===== src/ddo_pkg.sv =====
// Shared constants, types and helpers for the differential-drive odometry block.
// No dependencies. Imported by ddo_div, ddo_cordic and diff_drive_odometry.
package ddo_pkg;

    localparam int CORDIC_STEPS  = 14;
    localparam int CORDIC_IDX_W  = $clog2(CORDIC_STEPS);
    localparam int ATAN_ENTRIES  = 24;

    localparam int DIV_NUM_W     = 52;
    localparam int DIV_DEN_W     = 16;
    localparam int DIV_RADIX     = 4;
    localparam int DIV_STEPS     = DIV_NUM_W / DIV_RADIX;
    localparam int DIV_CNT_W     = $clog2(DIV_STEPS);

    localparam logic signed [15:0] PI_Q      = 16'sd12868;
    localparam logic signed [15:0] HALF_PI_Q = 16'sd6434;
    localparam logic signed [15:0] TWO_PI_Q  = 16'sd25736;
    localparam logic signed [32:0] CORDIC_GAIN_Q30 = 33'sd652032874;

    typedef logic signed [17:0] trig_t;

    typedef enum logic [2:0] {
        REG_WHEEL_RADIUS = 3'd0,
        REG_WHEEL_BASE   = 3'd1,
        REG_SLIP_FACTOR  = 3'd2,
        REG_STRAIGHT_THR = 3'd3,
        REG_PATH_STEP    = 3'd4,
        REG_DRIFT_X      = 3'd5,
        REG_DRIFT_Y      = 3'd6
    } cfg_idx_t;

    function automatic logic signed [31:0] atan_q28(input logic [4:0] idx);
        logic signed [31:0] v;
        case (idx)
            5'd0:    v = 32'sd210828714;
            5'd1:    v = 32'sd124459456;
            5'd2:    v = 32'sd65760959;
            5'd3:    v = 32'sd33381290;
            5'd4:    v = 32'sd16755422;
            5'd5:    v = 32'sd8385879;
            5'd6:    v = 32'sd4193963;
            5'd7:    v = 32'sd2097109;
            5'd8:    v = 32'sd1048571;
            5'd9:    v = 32'sd524287;
            5'd10:   v = 32'sd262144;
            5'd11:   v = 32'sd131072;
            5'd12:   v = 32'sd65536;
            5'd13:   v = 32'sd32768;
            5'd14:   v = 32'sd16384;
            5'd15:   v = 32'sd8192;
            5'd16:   v = 32'sd4096;
            5'd17:   v = 32'sd2048;
            5'd18:   v = 32'sd1024;
            5'd19:   v = 32'sd512;
            5'd20:   v = 32'sd256;
            5'd21:   v = 32'sd128;
            5'd22:   v = 32'sd64;
            5'd23:   v = 32'sd32;
            default: v = 32'sd0;
        endcase
        return v;
    endfunction

    // arithmetic right shift by k, rounding to nearest, ties away from zero
    function automatic logic signed [55:0] rnd_shr(input logic signed [55:0] v,
                                                   input int unsigned k);
        logic [55:0] m;
        logic [55:0] q;
        m = v[55] ? 56'(-v) : 56'(v);
        q = (m + (56'd1 << (k - 1))) >> k;
        return v[55] ? -$signed(q) : $signed(q);
    endfunction

endpackage


===== src/ddo_div.sv =====
// Unsigned restoring divider, four quotient bits per cycle.
// Depends on ddo_pkg for operand widths.
module ddo_div import ddo_pkg::*; (
    input  logic                 aclk,
    input  logic                 aresetn,
    input  logic                 start,
    input  logic [DIV_NUM_W-1:0] num,
    input  logic [DIV_DEN_W-1:0] den,
    output logic                 busy,
    output logic [DIV_NUM_W-1:0] quot
);

    logic                 busy_reg, busy_next;
    logic [DIV_CNT_W-1:0] cnt_reg, cnt_next;
    logic [DIV_NUM_W-1:0] acc_reg, acc_next;
    logic [DIV_DEN_W:0]   rem_reg, rem_next;
    logic [DIV_DEN_W-1:0] den_reg;

    always_comb begin
        logic [DIV_DEN_W:0]   r;
        logic [DIV_NUM_W-1:0] a;
        r = rem_reg;
        a = acc_reg;
        for (int j = 0; j < DIV_RADIX; j++) begin
            r = {r[DIV_DEN_W-1:0], a[DIV_NUM_W-1]};
            a = {a[DIV_NUM_W-2:0], 1'b0};
            if (r >= {1'b0, den_reg}) begin
                r    = r - {1'b0, den_reg};
                a[0] = 1'b1;
            end
        end
        rem_next  = r;
        acc_next  = a;
        busy_next = busy_reg;
        cnt_next  = cnt_reg;
        if (start) begin
            busy_next = 1'b1;
            cnt_next  = '0;
        end else if (busy_reg) begin
            cnt_next = cnt_reg + 1'b1;
            if (cnt_reg == DIV_CNT_W'(DIV_STEPS - 1)) begin
                busy_next = 1'b0;
            end
        end
    end

    always_ff @(posedge aclk) begin
        if (!aresetn) begin
            busy_reg <= 1'b0;
            cnt_reg  <= '0;
        end else begin
            busy_reg <= busy_next;
            cnt_reg  <= cnt_next;
        end
    end

    always_ff @(posedge aclk) begin
        if (start) begin
            acc_reg <= num;
            rem_reg <= '0;
            den_reg <= den;
        end else if (busy_reg) begin
            acc_reg <= acc_next;
            rem_reg <= rem_next;
        end
    end

    assign busy = busy_reg;
    assign quot = acc_reg;

endmodule


===== config.mk =====
export PLATFORM = sky130hd
export DESIGN_NAME = ddo_div
export DESIGN_NICKNAME = d
export VERILOG_FILES = /design/src/ddo_pkg.sv /design/src/ddo_div.sv
export SDC_FILE = /design/constraint.sdc
export NUM_CORES = 1
export LEC_CHECK = 0
export ABC_AREA = 1
export BUFFER_PORTS_ARGS = -buffer_cell sky130_fd_sc_hd__clkbuf_2
export CORE_MARGIN = 2
export CORE_UTILIZATION = 32
export CTS_CLUSTER_DIAMETER = 40
export DETAILED_ROUTE_END_ITERATION = 6
export GPL_TIMING_DRIVEN = 0
export PLACE_DENSITY = 0.64
export RECOVER_POWER = 25
export SLEW_MARGIN = 20
export SYNTH_ARGS = -nofsm -noshare
export SYNTH_HDL_FRONTEND = slang
export SYNTH_SLANG_ARGS = --single-unit

===== constraint.sdc =====
create_clock -name aclk -period 7.4 [get_ports aclk]
set_clock_uncertainty 0.05 [all_clocks]
set_input_delay 1.85 -clock aclk [delete_from_list [all_inputs] [get_ports aclk]]
set_output_delay 1.85 -clock aclk [all_outputs]
set_load 0.02 [all_outputs]

==> reports/qor.log <==
INFO  setup_path     end_kind=flip-flop
INFO  flow_run       maxCapViolations=0
INFO  clocking       worst_skew_pair.late_latency=0.36ns
INFO  logic_synthesis ys_warn_count=0
INFO  clocking       level_count_of_the_clock_h_tree=3
INFO  setup_path     cp_max_fo=5
INFO  floorplanning  die_w=158um
INFO  logic_synthesis synthDistinctLibCells=45
INFO  placed_design  gp_routability_congestion=0.916
INFO  detailed_routing drtPass1Iterations=5
INFO  detailed_routing drtAntennaViolNets=0
INFO  sta            final.period_utilization=98.5%
INFO  grt            first_global_vias=7607
INFO  logic_synthesis synth_seq_area_share=32.4%
INFO  sta            holdWs=0.428ns
INFO  min_path       whs_path_depth=2
INFO  cells_and_area ff_latch_area=0.00246mm^2
INFO  logic_synthesis ys_dominant_reg_cell=edfxtp_1
INFO  setup_path     timing.critical_path.required=7.42ns
INFO  floorplanning  core.rowCount=56
INFO  floorplanning  starting_density=32.4%
INFO  cells_and_area areaGrowthSynthToFinish=43.7%
INFO  floorplanning  placeableCoreArea=0.0234mm^2
INFO  setup_path     slowest_delay=0.41ns
INFO  cells_and_area num-fill-cells=2267
INFO  logic_synthesis synthesis.area_per_instance=7.15um^2
INFO  detailed_routing detail_route.wl_per_cell=16.8um
INFO  cells_and_area finish.net_count=1417
INFO  grt            largest_net_degree_at_the_start_of_global_routing=34
INFO  floorplanning  die_height=158um
INFO  placed_design  port_buffers=123
INFO  cells_and_area multi_input_area=0.00569mm^2
INFO  cells_and_area finalCoreUtilization=46.6%
INFO  detailed_routing drcViolationCount=0
INFO  placed_design  hpwlAfterDp=18800um
INFO  logic_synthesis syn-instance-count=1061
INFO  detailed_routing drt-vias-per-instance=5.02
INFO  cells_and_area layout_commonest_cell=nand2_1
INFO  cells_and_area final_cell_area=0.0109mm^2
INFO  setup_path     ff2ff_path_depth=48
INFO  clocking       clock-root-buffer=clkbuf_16
INFO  sta            tightest_slew=1.13ns
INFO  cells_and_area largest_register_ffs=52
INFO  sta            layout_min_cycle_time=7.29ns
INFO  sta            setup-violations-final=0
INFO  cells_and_area commonest_cells_after_routing_fill_and_taps_aside=nand2_1 (363), clkbuf_2 (105), inv_1 (93)
INFO  logic_synthesis mappedNetlistNets=1202
INFO  sta            slew_violations=0
INFO  placed_design  placement.cell_area=0.00863mm^2
INFO  cells_and_area diodes=0
INFO  cells_and_area drive_gt1_share=33.6%
INFO  clocking       cts_tree=built
INFO  detailed_routing dr_total_vias=8036
INFO  clocking       clkSinkCount=89
INFO  clocking       cts_buffer_depth=2
INFO  logic_synthesis asyncSetResetFlopFracSynth=0%
INFO  floorplanning  top_level_ports=124
INFO  grt            grt_first_pass_wirelength=39700um
INFO  floorplanning  die_area=0.0250mm^2
INFO  clocking       clk_transition_reported_paths=0.07ns
INFO  logic_synthesis mappedNetlistArea=0.00759mm^2
INFO  setup_path     worst_path_max_delay_cell=edfxtp_1
INFO  logic_synthesis number_of_enable_flip_flop_cells_after_synthesis=68
INFO  grt            grt.overflow.total=0
INFO  sta            timing.max_slew.rel_slack=24.8%
INFO  logic_synthesis yosys_register_bits=89
INFO  sta            rsz_0062_raised_after_global_routing=yes
INFO  setup_path     worstSetupStartpointType=flip-flop
INFO  detailed_routing drt_iter0_markers=695
INFO  sta            final_hold_fails=0
INFO  setup_path     critPathKind=flip-flop to flip-flop
INFO  sta            fmax=0.137GHz
INFO  clocking       numCtsBuffers=9
INFO  grt            track_usage=20.5%
INFO  min_path       holdCritPathClass=flip-flop to flip-flop
INFO  grt            number_of_antenna_violations_at_the_first_check_in_global_routing=0
INFO  setup_path     worst-endpoint-arrival=7.31ns
INFO  clocking       ctsHoldBuffers=0
INFO  status         run_status=completed
INFO  detailed_routing wirelength=27000um
-- per-layer routing --
layer  up-vias  wire length [um]  track usage [%]
li1       3916                 -                -
met1      3679             10700             25.9
met2       369             12900             34.8
met3        72              2320             4.16
met4         0               960             7.25
met5         -                 0                0
-- critical path, delay by kind of cell, from the launching register on --
kind	cells	cell delay, ns
buffers and inverters	12	1.32
AO/OA/AOI/OAI	12	2.17
AND/OR/NAND/NOR	20	2.05
adder cells (fa/ha/maj)	4	1.01
flip-flops	1	0.41
-- what timing repair did --
item / 4_1_cts / 5_1_grt
endpoints found under the setup margin: 17 / 17
gates cloned: 3 / 2
resized for setup: 142 / 149
pin swaps: 27 / 65
setup buffers: 42 / 34
-- metrics by stage --
step / TNS (ns) / cells / setup slack [ns]
2_1_floorplan: 0 / 1061 / 0.00945
3_3_place_gp: -31.79 / 1503 / -1.99
3_5_place_dp: -32.32 / 1504 / -2.02
4_1_cts: -0.129 / 1564 / -0.0297
5_1_grt: -2.17 / 1600 / -0.163
6_report: 0 / 1600 / 0.110
-- final cells by class --
class | count | area share, %
Multi-Input combinational cell | 815 | 52.2
Clock buffer | 10 | 2.10
Timing Repair Buffer | 205 | 12.5
Clock inverter | 6 | 0.378
Sequential cell | 89 | 22.6
Buffer | 25 | 1.74
Inverter | 131 | 4.89
Tap cell | 319 | 3.66
-- cells by family after synthesis --
logic type / Yosys count / synth area share (%)
buf+inv: 157 / 8.22
xor+xnor: 47 / 5.42
simple gates: 572 / 32.6
flops: 89 / 32.4
compound gates: 126 / 9.43
fa+ha+maj: 70 / 11.9
-- synthesized netlist by cell type, types with 5 or more instances --
cell type | instances | area, um^2
clkbuf_1 | 15 | 56.3
buf_2 | 7 | 35.0
nand2_2 | 9 | 56.3
xnor2_1 | 28 | 245
o21bai_1 | 5 | 37.5
a31oi_1 | 6 | 37.5
nand2_1 | 396 | 1490
edfxtp_1 | 68 | 2040
xor2_1 | 19 | 166
nand3_1 | 89 | 445
nor2_1 | 37 | 139
o21ai_0 | 31 | 155
inv_2 | 6 | 22.5
ha_1 | 66 | 826
nor3_1 | 5 | 25.0
a21oi_1 | 57 | 285
dfxtp_1 | 21 | 420
nand4_1 | 12 | 75.1
inv_1 | 125 | 469
o21ai_1 | 10 | 50.1
-- worst paths after layout --
kind               start  slack, ns          end
max reg2reg  den_reg[13]       0.11      quot[0]
max          den_reg[13]       0.11      quot[0]
min reg2reg  rem_reg[15]       0.43  rem_reg[15]
min          rem_reg[15]       0.43  rem_reg[15]
Power is not shown: default switching activity piles up to over one toggle a cycle in this logic, so the estimate is an artifact.
