$ cat src/ddo_pkg.sv
// Shared constants, types and helpers for the differential-drive odometry block.
// No dependencies. Imported by ddo_div, ddo_cordic and diff_drive_odometry.
package ddo_pkg;

    localparam int CORDIC_STEPS  = 14;
    localparam int CORDIC_IDX_W  = $clog2(CORDIC_STEPS);
    localparam int ATAN_ENTRIES  = 24;

    localparam int DIV_NUM_W     = 52;
    localparam int DIV_DEN_W     = 16;
    localparam int DIV_RADIX     = 4;
    localparam int DIV_STEPS     = DIV_NUM_W / DIV_RADIX;
    localparam int DIV_CNT_W     = $clog2(DIV_STEPS);

    localparam logic signed [15:0] PI_Q      = 16'sd12868;
    localparam logic signed [15:0] HALF_PI_Q = 16'sd6434;
    localparam logic signed [15:0] TWO_PI_Q  = 16'sd25736;
    localparam logic signed [32:0] CORDIC_GAIN_Q30 = 33'sd652032874;

    typedef logic signed [17:0] trig_t;

    typedef enum logic [2:0] {
        REG_WHEEL_RADIUS = 3'd0,
        REG_WHEEL_BASE   = 3'd1,
        REG_SLIP_FACTOR  = 3'd2,
        REG_STRAIGHT_THR = 3'd3,
        REG_PATH_STEP    = 3'd4,
        REG_DRIFT_X      = 3'd5,
        REG_DRIFT_Y      = 3'd6
    } cfg_idx_t;

    function automatic logic signed [31:0] atan_q28(input logic [4:0] idx);
        logic signed [31:0] v;
        case (idx)
            5'd0:    v = 32'sd210828714;
            5'd1:    v = 32'sd124459456;
            5'd2:    v = 32'sd65760959;
            5'd3:    v = 32'sd33381290;
            5'd4:    v = 32'sd16755422;
            5'd5:    v = 32'sd8385879;
            5'd6:    v = 32'sd4193963;
            5'd7:    v = 32'sd2097109;
            5'd8:    v = 32'sd1048571;
            5'd9:    v = 32'sd524287;
            5'd10:   v = 32'sd262144;
            5'd11:   v = 32'sd131072;
            5'd12:   v = 32'sd65536;
            5'd13:   v = 32'sd32768;
            5'd14:   v = 32'sd16384;
            5'd15:   v = 32'sd8192;
            5'd16:   v = 32'sd4096;
            5'd17:   v = 32'sd2048;
            5'd18:   v = 32'sd1024;
            5'd19:   v = 32'sd512;
            5'd20:   v = 32'sd256;
            5'd21:   v = 32'sd128;
            5'd22:   v = 32'sd64;
            5'd23:   v = 32'sd32;
            default: v = 32'sd0;
        endcase
        return v;
    endfunction

    // arithmetic right shift by k, rounding to nearest, ties away from zero
    function automatic logic signed [55:0] rnd_shr(input logic signed [55:0] v,
                                                   input int unsigned k);
        logic [55:0] m;
        logic [55:0] q;
        m = v[55] ? 56'(-v) : 56'(v);
        q = (m + (56'd1 << (k - 1))) >> k;
        return v[55] ? -$signed(q) : $signed(q);
    endfunction

endpackage

$ cat src/ddo_cordic.sv
// Rotation-mode CORDIC, one micro-rotation per cycle, Q3.12 angle in, Q16 cos/sin out.
// Depends on ddo_pkg for the arctangent table and step count.
module ddo_cordic import ddo_pkg::*; (
    input  logic               aclk,
    input  logic               aresetn,
    input  logic               start,
    input  logic signed [14:0] angle,
    output logic               busy,
    output trig_t              cos_out,
    output trig_t              sin_out
);

    logic                    busy_reg;
    logic [CORDIC_IDX_W-1:0] idx_reg;
    logic signed [32:0]      x_reg, x_next;
    logic signed [32:0]      y_reg, y_next;
    logic signed [31:0]      z_reg, z_next;
    logic                    flip_reg;
    logic signed [15:0]      ang_ext, ang_fold;
    logic                    flip_w;
    logic signed [55:0]      xr, yr;

    always_comb begin
        ang_ext = {angle[14], angle};
        flip_w  = 1'b0;
        ang_fold = ang_ext;
        if (ang_ext > HALF_PI_Q) begin
            ang_fold = ang_ext - PI_Q;
            flip_w   = 1'b1;
        end else if (ang_ext < -HALF_PI_Q) begin
            ang_fold = ang_ext + PI_Q;
            flip_w   = 1'b1;
        end
    end

    always_comb begin
        logic signed [32:0] xs, ys;
        logic signed [31:0] at;
        xs = x_reg >>> idx_reg;
        ys = y_reg >>> idx_reg;
        at = atan_q28(5'(idx_reg));
        if (!z_reg[31]) begin
            x_next = x_reg - ys;
            y_next = y_reg + xs;
            z_next = z_reg - at;
        end else begin
            x_next = x_reg + ys;
            y_next = y_reg - xs;
            z_next = z_reg + at;
        end
    end

    always_ff @(posedge aclk) begin
        if (!aresetn) begin
            busy_reg <= 1'b0;
            idx_reg  <= '0;
        end else if (start) begin
            busy_reg <= 1'b1;
            idx_reg  <= '0;
        end else if (busy_reg) begin
            idx_reg <= idx_reg + 1'b1;
            if (idx_reg == CORDIC_IDX_W'(CORDIC_STEPS - 1)) begin
                busy_reg <= 1'b0;
            end
        end
    end

    always_ff @(posedge aclk) begin
        if (start) begin
            x_reg    <= CORDIC_GAIN_Q30;
            y_reg    <= '0;
            z_reg    <= {ang_fold, 16'b0};
            flip_reg <= flip_w;
        end else if (busy_reg) begin
            x_reg <= x_next;
            y_reg <= y_next;
            z_reg <= z_next;
        end
    end

    assign xr = rnd_shr(56'(x_reg), 14);
    assign yr = rnd_shr(56'(y_reg), 14);
    assign cos_out = flip_reg ? -trig_t'(xr) : trig_t'(xr);
    assign sin_out = flip_reg ? -trig_t'(yr) : trig_t'(yr);
    assign busy    = busy_reg;

endmodule

$ cat config.mk
export PLATFORM = sky130hd
export DESIGN_NAME = ddo_cordic
export DESIGN_NICKNAME = d
export VERILOG_FILES = /design/src/ddo_pkg.sv /design/src/ddo_cordic.sv
export SDC_FILE = /design/constraint.sdc
export NUM_CORES = 1
export LEC_CHECK = 0
export BUFFER_PORTS_ARGS = -buffer_cell sky130_fd_sc_hd__buf_2
export CAP_MARGIN = 30
export CORE_MARGIN = 3
export CORE_UTILIZATION = 45
export DETAILED_ROUTE_END_ITERATION = 8
export PLACE_DENSITY = 0.67
export SYNTH_ARGS = -nofsm -noshare
export SYNTH_HDL_FRONTEND = slang
export SYNTH_SLANG_ARGS = --single-unit
$ cat constraint.sdc
create_clock -name aclk -period 14.4 [get_ports aclk]
set_input_delay 2.88 -clock aclk [delete_from_list [all_inputs] [get_ports aclk]]
set_output_delay 2.88 -clock aclk [all_outputs]
set_load 0.005 [all_outputs]
==> results of run 1 <==
synthesized netlist by cell type, types with 39 or more instances:
master / count / share of area [%]
xnor2_1: 190 / 8.5
a31oi_1: 39 / 1.2
mux2_2: 42 / 2.4
mux4_2: 59 / 6.8
inv_1: 79 / 1.5
dfxtp_1: 114 / 12
nor2_1: 254 / 4.9
nand3_1: 54 / 1.4
clkbuf_1: 96 / 1.8
nand2_1: 204 / 3.9
o21ai_0: 145 / 3.7
a21o_1: 51 / 2.0
ha_1: 116 / 7.4
a21oi_1: 173 / 4.4
mux2i_1: 77 / 3.9
nor3_1: 62 / 1.6
xor2_1: 103 / 4.6
worst max-delay path: cells and delay by family, from the launching register on:
| kind | cells | cell delay (ns) |
|---|---|---|
| simple gates | 9 | 3.66 |
| compound gates | 5 | 0.91 |
| xor+xnor | 3 | 0.49 |
| flops | 1 | 0.37 |
| fa+ha+maj | 1 | 0.32 |
| buf+inv | 1 | 0.13 |
worst max path at each step:
stage	to	slack (ns)	start
floorplan	cos_out[14]	5.75	x_reg[32]
global placement	sin_out[16]	5.94	y_reg[1]
detailed placement	sin_out[16]	5.77	y_reg[1]
CTS	sin_out[16]	5.27	y_reg[1]
global route	sin_out[16]	4.63	y_reg[1]
finish	sin_out[16]	5.17	y_reg[1]
kinds of logic (layout without fill, tap and decap cells):
kind of cell    count (synthesis)  count (layout)  share of synthesized area, %
simple gates                  826             826                          21.2
buf+inv                       247             190                          5.49
flops                         131             131                          14.2
fa+ha+maj                     119             119                          7.71
compound gates                689             689                          23.2
mux                           193             193                          15.0
xor+xnor                      295             295                          13.3
stage by stage:
step                      setup slack (ns)  util [%]  hold slack (ns)
after floorplan                       5.75         -            0.432
final                                 5.17      48.4            0.492
after CTS                             5.27      48.4            0.493
after global routing                  4.63      48.4            0.520
after detailed placement              5.77      47.1            0.476
after global placement                5.94      47.0            0.466
final cells by class:
type                    count  share of cell area (%)
multi-input cells        2122                    76.6
flip-flops and latches    131                    13.6
well taps                 577                    3.51
repair buffers             74                    2.14
clock buffers              19                    2.11
inverters                  84                    1.53
clock inverters            13                   0.499
per-layer routing:
metal  wire, um  global-route usage (%)  vias to the layer above
met2      25100                    37.4                      627
met3       3230                    3.45                       72
met5         12                       0                        -
li1           -                       -                     9080
met1      25100                    31.4                     8918
met4       1070                    5.59                        2
power by group through the flow:
| stage | Combinational [uW] | Sequential (uW) | Clock (uW) |
|---|---|---|---|
| 2_1_floorplan | 3040 | 552 | 0 |
| 3_3_place_gp | 3660 | 691 | 0 |
| 3_5_place_dp | 3730 | 694 | 0 |
| 4_1_cts | 3760 | 690 | 418 |
| 5_1_grt | 4200 | 719 | 432 |
| 6_report | 3790 | 697 | 410 |
==> results.md, run 1 <==
* Status: complete, no violations
* Hpwl dp at 40.8 mm
* Vias at 18699
* Register cell area after layout at 2810 sq um
* Hold path start: z_reg[2]
* WL/cell at 18.1 um
* Die X at 215 um
* Main synth FF type: dfxtp_1
* Largest net degree at the start of global routing at 71
* Crit-path max cell delay at 0.62 ns
* DR iter-0 viols at 1638
* R2R cell count at 28
* Critical Path RT at 11.52 ns
* Most common cell after layout, fill and taps aside: nor2_1
* Int Power at 2350 uW
* WP data arrival at 6.35 ns
* MaxCap Viol Count at 0
* Core footprint at 42500 sq um
* Die ar. at 46100 sq um
* Vias in the first global route at 17288
* Die height at 215 um
* Antenna violations before repair at 1
* Register area share after synthesis at 14.2%
* Skew-Pair Late Insertion Delay at 0.46 ns
* Placed instance count at 2988
* Rows at 75
* Ant. Diodes at 0
* Placed Area at 20000 sq um
* RSZ-0062 raised after global routing: false
* Cts hold-fix bufs at 0
* Reg2Reg Capture Point: y_reg[32]
* CTS tree: done
* Slowest-stage cell, CP: nor3_1
* Min cycle time layout at 9.23 ns
* Drt pass-1 iters at 6
* Layout area overhead at 4.86%
* Clock power share at 8.4%
* Synth Instances at 2500
* PwrDens at 238 nW/um^2
* Crit end category: output port
* Final Total Pwr at 4900 uW
* Global-route wire length before repair at 88.7 mm
* Synth warnings at 0
* Worst Hold End: z_reg[2]
* Root buffer cell: clkbuf_16
* Final ANT Viol Nets at 0
* H-tree Lvls at 4
* Num CTS Buffers at 17
* Sw frac at 52.1%
* I/O Buffers at 54
* Residual DRC at 0
* Fmax at 0.108 GHz
* IO Pins at 55
* Starting Density at 46.1%
* Number of synthesized flops with an enable pin at 17
* Nets at 2567
* Logic pwr share at 77.4%
* Cell area after layout at 20600 sq um
* Setup TNS Final at 0 ns
* Crit Path Category: reg2out
* Clk sinks at 131
* Global-route usage over all layers at 22.7%
* Hold path cells at 2
* Gpl congestion at 0.910
* Vias per cell at 6.19
* Mapped Nets at 2637
* Crit Path Max Fanout at 13
* Total global routing overflow at 0
* Worst reg2reg startpoint: idx_reg[1]
* FF+latch count, synth at 131
* Crit share post-route at 64.1%
* Post-synth cell types at 107
* Total Routed Length at 54.5 mm
* Seq pwr share at 14.2%
* Worst Tran Pin Value at 0.952 ns
* Multi-input logic area at 15700 sq um
* Most frequent cells in the layout: nor2_1 (254), nand2_1 (204), xnor2_1 (190)
* Setup Buffers After CTS at 0
* Worst Setup Start Kind: flip-flop
* Worst-path clk slew at 0.06 ns
* Fillers at 4133
* Clock Path Buffers at 2
* Net Switching at 2550 uW
* Cell Area, Synth at 19600 sq um
* Share of layout cells above drive strength 1 at 11.2%
* Fin cells at 3020
* Min-Delay Path Class: reg2reg
* Count of final setup violators at 0
* Avg Cell Area, Syn at 7.84 sq um
* VDD IR-drop max at 110 uV
* R2R setup slack at 7.09 ns
* Relative slew slack at 36.1%
* Clock skew at 0.0177 ns
* Worst path cell trace: nor3_1 > nand4_1 > nand2_1 > xnor2_1 > ha_1 > and2_1 > o21ai_1 > a221oi_1 > nand3_1 > or2_2 > a21oi_1 > a21oi_1 > xnor2_1 > or3_1 > or3_1 > or3_1 > o31ai_2 > xnor2_1 > buf_2
* Final Hold Fails at 0
* Slew Viols, Final at 0
* Leak at 0.00803 uW
* Async set-reset flop share out of synthesis at 0%
* CTS resizes at 0
No activity file was read; power rests on OpenSTA's default activity.
==> run 2: changes to the inputs <==
==> constraint.sdc (replaced) <==
create_clock -name aclk -period 8.6 [get_ports aclk]
set_input_delay 1.72 -clock aclk [delete_from_list [all_inputs] [get_ports aclk]]
set_output_delay 1.72 -clock aclk [all_outputs]
set_load 0.005 [all_outputs]
==> run 2 against run 1 <==
Net effect:
- clock power up 86%
- non-clock buffer count grew 1
- worst setup slack got worse by 4.6 ns
- cell area grew 0.30%
- register-to-register slack got worse by 5.7 ns
- clock-buffer cell count unchanged
- critical path type unchanged
- largest power group unchanged
==> results.md, run 2 (synthesized netlist as in run 1, its figures left out) <==
* Hpwl dp at 41.5 mm (+1.7%)
* Crit Path Category: reg2out
* Vias per cell at 6.19 (about the same)
* DP Worst Slack at 1.14 ns (-4.63 ns)
* Largest net degree at the start of global routing at 69 (-2.8%)
* Root buffer cell: clkbuf_16
* Min Hold Slack at 0.494 ns (+0.00185 ns)
* Global-route usage over all layers at 23.5% (+0.75 points)
* Worst-path clk slew at 0.07 ns (about the same)
* Slew Viols, Final at 0 (unchanged)
* Die ar. at 46100 sq um (unchanged)
* Final Total Pwr at 8290 uW (+69%)
* Total global routing overflow at 0 (unchanged)
* Min-Delay Path Class: reg2reg
* Ant. Diodes at 0 (unchanged)
* Die X at 215 um (unchanged)
* Die height at 215 um (unchanged)
* Fillers at 4145 (+0.29%)
* Register cell area after layout at 2810 sq um (unchanged)
* Min cycle time layout at 8.06 ns
* H-tree Lvls at 4 (unchanged)
* VDD IR-drop max at 193 uV (+75%)
* Gpl congestion at 0.918 (+0.97%)
* Global-route wire length before repair at 91.1 mm (+2.6%)
* I/O Buffers at 54 (unchanged)
* WL/cell at 18.4 um (+2.1%)
* Final ANT Viol Nets at 0 (unchanged)
* Share of layout cells above drive strength 1 at 11.3% (+0.077 points)
* Setup TNS Final at 0 ns (unchanged)
* Antenna violations before repair at 0 (-1)
* Clock skew at 0.0225 ns (+0.00476 ns)
* IO Pins at 55 (unchanged)
* Drt pass-1 iters at 5 (-1)
* Layout area overhead at 5.17%
* WP data arrival at 6.34 ns (about the same)
* Multi-input logic area at 15700 sq um (unchanged)
* Most common cell after layout, fill and taps aside: nor2_1
* Num CTS Buffers at 17 (unchanged)
* Starting Density at 46.1% (unchanged)
* Total Routed Length at 55.7 mm (+2.1%)
* RSZ-0062 raised after global routing: false
* CTS resizes at 0 (unchanged)
* Cts hold-fix bufs at 0 (unchanged)
* Critical Path RT at 6.88 ns (-4.64 ns)
* Post-layout util at 48.5% (+0.14 points)
* Residual DRC at 0 (unchanged)
* Worst Setup Start Kind: flip-flop
* Status: complete, no violations
* CTS tree: done
* Nets at 2568 (+0.039%)
* Leak at 0.00807 uW (+0.43%)
* Fmax at 0.124 GHz
* Relative slew slack at 34.0% (-2.1 points)
* Crit end category: output port
* Core footprint at 42500 sq um (unchanged)
* DR iter-0 viols at 1769 (+8.0%)
* Skew-Pair Late Insertion Delay at 0.46 ns (about the same)
* Crit share post-route at 93.7%
* Worst Tran Pin Value at 0.983 ns (+0.0306 ns)
* Vias in the first global route at 17403 (+0.67%)
* Setup Buffers After CTS at 0 (unchanged)
* Clk sinks at 131 (unchanged)
* Fin worst setup slack at 0.540 ns (-4.63 ns)
* Final Hold Fails at 0 (unchanged)
* Rows at 75 (unchanged)
* Vias at 18708 (+0.048%)
* Crit Path Max Fanout at 13 (unchanged)
* Count of final setup violators at 0 (unchanged)
* Clock Path Buffers at 2 (unchanged)
* MaxCap Viol Count at 0 (unchanged)
* PwrDens at 402 nW/um^2 (+69%)
* Most frequent cells in the layout: nor2_1 (254), nand2_1 (204), xnor2_1 (190)
-- run 2: worst paths after layout --
path,startpoint,end,slack [ns],cells after the start
setup / recovery,y_reg[1],sin_out[16],0.54,19
setup reg to reg,idx_reg[0],x_reg[32],1.36,23
hold / removal,z_reg[8],z_reg[8],0.49,2
hold reg to reg,z_reg[8],z_reg[8],0.49,2
-- run 2: where the power goes --
part           total [uW]  leakage, uW  internal (uW)  switching, uW
Sequential           1200      0.00112            773            427
Clock                 762     0.000290            439            324
Combinational        6320      0.00666           2780           3540
-- run 2: worst max-delay path: stages (launching register included) --
cell      delay [ns]
dfxtp_1         0.37
nor3_1          0.63
nand4_1         0.55
nand2_1         0.23
xnor2_1         0.14
ha_1            0.34
and2_1          0.23
o21ai_1         0.11
a221oi_1        0.31
nand3_1         0.40
or2_2           0.45
a21oi_1         0.14
a21oi_1         0.09
xnor2_1         0.20
or3_1           0.35
or3_1           0.42
or3_1           0.40
o31ai_2         0.26
xnor2_1         0.14
buf_2           0.13
-- run 2: metrics by stage --
step	cell area, sq um	instances
3_3_place_gp	20000	2988
5_1_grt	20600	3021
3_5_place_dp	20000	2989
2_1_floorplan	19600	2500
4_1_cts	20600	3021
6_report	20600	3021
-- run 2: metal layers --
| metal | share of wire, % | track usage [%] |
|---|---|---|
| met5 | 0 | 0 |
| met4 | 2.2 | 6.50 |
| met3 | 6.7 | 3.87 |
| met2 | 46 | 38.1 |
| met1 | 46 | 32.4 |
-- run 2: layout make-up --
| cell class | count | area share, % |
|---|---|---|
| timing repair buffer | 75 | 2.17 |
| multi-input combinational | 2122 | 76.3 |
| clock buffer | 19 | 2.15 |
| clock inverter | 13 | 0.710 |
| tap | 577 | 3.50 |
| inverter | 84 | 1.53 |
| sequential | 131 | 13.6 |
==> run 3: changes to the inputs <==
--- a/config.mk
+++ b/config.mk
@@ -7,10 +7,11 @@
 export LEC_CHECK = 0
 export BUFFER_PORTS_ARGS = -buffer_cell sky130_fd_sc_hd__buf_2
 export CAP_MARGIN = 30
+export CORE_ASPECT_RATIO = 1.4
 export CORE_MARGIN = 3
 export CORE_UTILIZATION = 45
 export DETAILED_ROUTE_END_ITERATION = 8
-export PLACE_DENSITY = 0.67
+export PLACE_DENSITY = 0.69
 export SYNTH_ARGS = -nofsm -noshare
 export SYNTH_HDL_FRONTEND = slang
 export SYNTH_SLANG_ARGS = --single-unit
==> constraint.sdc (replaced) <==
create_clock -name aclk -period 6.8 [get_ports aclk]
set_input_delay 2.04 -clock aclk [delete_from_list [all_inputs] [get_ports aclk]]
set_output_delay 2.04 -clock aclk [all_outputs]
set_load 0.005 [all_outputs]
==> run 3 against run 2 <==
Net effect:
- final cell count up 4.0%
- utilization up 3.8 points
- via count up 3.2%
- die area about the same
- hold slack worse by 0.013 ns
- the flow now finishes with violations (setup timing)
- global-route usage up 0.38 points
- combinational power up 48%
==> results.md, run 3 (synthesized netlist as in run 1, its figures left out) <==
* Most frequent CP cell: buf_4
* Failing checks: setup timing
* Rows at 89 (+19%)
* RSZ-0062 raised after global routing: true
* Fin cells at 3142 (+4.0%)
* Clock Path Buffers at 2 (unchanged)
* PwrDens at 520 nW/um^2 (+29%)
* Clk sinks at 131 (unchanged)
* Antenna violations before repair at 0 (unchanged)
* Cell area after layout at 22300 sq um (+8.2%)
* Global-route wire length before repair at 91.9 mm (+0.99%)
* Critical Path RT at 4.76 ns (-2.12 ns)
* Worst reg2reg startpoint: idx_reg[0]
* Core footprint at 42600 sq um (+0.33%)
* Nets at 2720 (+5.9%)
* Top Metal Used: met4
* Fillers at 4040 (-2.5%)
* Ant. Diodes at 0 (unchanged)
* Share of layout cells above drive strength 1 at 19.9% (+8.6 points)
* Min cycle time layout at 6.95 ns
* WL/cell at 18.2 um (-1.1%)
* H-tree Lvls at 4 (unchanged)
* Crit Path Max Fanout at 8 (-5)
* Crit share post-route at 102%
* Residual DRC at 0 (unchanged)
* Total Routed Length at 57.3 mm (+2.9%)
* Vias at 19316 (+3.2%)
* Drt pass-1 iters at 6 (+1)
* CP delay by family, top: simple AND/OR/NAND/NOR gates
* Hold path start: z_reg[9]
* Final Hold Fails at 0 (unchanged)
* CTS tree: done
* Die height at 253 um (+18%)
* Min-Delay Path Class: reg2reg
* Worst-path clk slew at 0.07 ns (about the same)
* Status: finished with violations
* DR iter-0 viols at 1383 (-22%)
* Post-layout util at 52.3% (+3.8 points)
* Starting Density at 46.0% (-0.15 points)
* Skew-Pair Late Insertion Delay at 0.46 ns (about the same)
* MaxCap Viol Count at 0 (unchanged)
* Leak at 0.00894 uW (+11%)
* Worst Tran Pin Value at 0.914 ns (-0.0686 ns)
* Count of final setup violators at 8 (+8)
* Fmax at 0.144 GHz
* WL met1 at 22.8 mm (-10%)
* Met3 routed WL at 2.46 mm (-34%)
* Root buffer cell: clkbuf_16
* Num CTS Buffers at 17 (unchanged)
* Relative slew slack at 39.1% (+5.0 points)
* Hpwl dp at 43.2 mm (+4.3%)
* IO Pins at 55 (unchanged)
* Total global routing overflow at 0 (unchanged)
* Die X at 182 um (-15%)
* Vias per cell at 6.15 (-0.73%)
* Final ANT Viol Nets at 0 (unchanged)
* Slowest-stage cell, CP: or4_4
* Slew Viols, Final at 0 (unchanged)
* Met2 routed WL at 29.9 mm (+18%)
* Die ar. at 46200 sq um (about the same)
* Most frequent cells in the layout: nor2_1 (250), nand2_1 (202), xnor2_1 (188)
* Crit path launch: x_reg[14]
* Crit-path max cell delay at 0.55 ns (-0.08 ns)
* Clock skew at 0.0130 ns (-0.00950 ns)
* VDD IR-drop max at 218 uV (+13%)
* Buf+Inv Stages, Crit Path at 3 (+2)
* Worst Setup Start Kind: flip-flop
* WP data arrival at 4.91 ns (-1.43 ns)
* Crit end category: output port
* Largest net degree at the start of global routing at 88 (+28%)
* Cts hold-fix bufs at 0 (unchanged)
* Fin worst setup slack at -0.153 ns (-0.693 ns)
* Placed instance count at 3066 (+2.6%)
* Global-route usage over all layers at 23.9% (+0.38 points)
* Most common cell after layout, fill and taps aside: nor2_1
* I/O Buffers at 54 (unchanged)
* Layout area overhead at 13.8%
* Placed Area at 20900 sq um (+4.1%)
* Gpl congestion at 0.899 (-2.1%)
* Vias in the first global route at 18468 (+6.1%)
* Crit Path Category: reg2out
* Worst path cell trace: buf_4 > or4_4 > or3_4 > o41a_1 > xor2_1 > nand2_1 > or4b_1 > and4b_1 > nand4_1 > buf_4 > mux2i_1 > o32ai_4 > a41oi_2 > a211oi_2 > xnor2_1 > buf_2
## run 3: cell types whose count changed in the layout (fill, tap and decap cells not counted), moves of 5 or more
| cell | before | now |
|---|---|---|
| dfxtp_1 | 107 | 102 |
| buf_6 | 0 | 8 |
| a21oi_1 | 173 | 165 |
| nand3_1 | 54 | 49 |
| dfxtp_2 | 5 | 10 |
| or3_4 | 2 | 8 |
| buf_4 | 20 | 162 |
| a21oi_2 | 1 | 7 |
| or3_1 | 16 | 10 |
| o21ai_0 | 145 | 139 |
## run 3: timing repair
action | 4_1_cts | 5_1_grt
pin swaps | 35 | 51
buffers inserted | 21 | 23
setup endpoints to repair | 16 | 20
gates cloned | 0 | 0
resized for setup | 48 | 68
## run 3: path summary, 6_finish.rpt
path	end	slack (ns)	cells past startpoint
hold reg to reg	z_reg[9]	0.48	2
hold / removal	z_reg[9]	0.48	2
setup reg to reg	y_reg[32]	0.24	29
setup / recovery	cos_out[17]	-0.15	16
## run 3: area by class of cell
class / count / area (sq um) / area share, %
flip-flops and latches: 131 / 2810 / 12.6
repair buffers: 227 / 1630 / 7.31
clock inverters: 14 / 150 / 0.673
multi-input cells: 2122 / 16300 / 72.9
well taps: 546 / 683 / 3.06
clock buffers: 18 / 450 / 2.02
inverters: 84 / 315 / 1.41
## run 3: where the power goes
group	leakage (uW)	internal (uW)	switching [uW]
sequential	0.00112	980	304
combinational	0.00752	4270	5100
clock	0.000298	514	437
## run 3: routing by layer
metal  global-route usage (%)  up-vias
li1                         -     9387
met1                     27.3     9229
met2                     44.9      572
met3                     2.80      128
met4                     9.58        0
met5                        0        -
## run 3: per-stage QoR
| stage | setup TNS (ns) | setup WS [ns] | hold slack [ns] | power, uW |
|---|---|---|---|---|
| after floorplan | 0 | 0.00917 | 0.432 | 7690 |
| after global placement | 0 | 0.0780 | 0.460 | 9720 |
| after detailed placement | -0.159 | -0.0931 | 0.474 | 9860 |
| after CTS | -0.573 | -0.122 | 0.484 | 11200 |
| after global routing | -4.12 | -0.418 | 0.513 | 12600 |
| final | -0.736 | -0.153 | 0.481 | 11600 |
## run 3: tightest hold or removal path: cells and delay by family (launching register included)
family	cells	cell delay (ns)
and+or+nand+nor	1	0.05
DFF	1	0.32
AOI/OAI and AO/OA	1	0.06
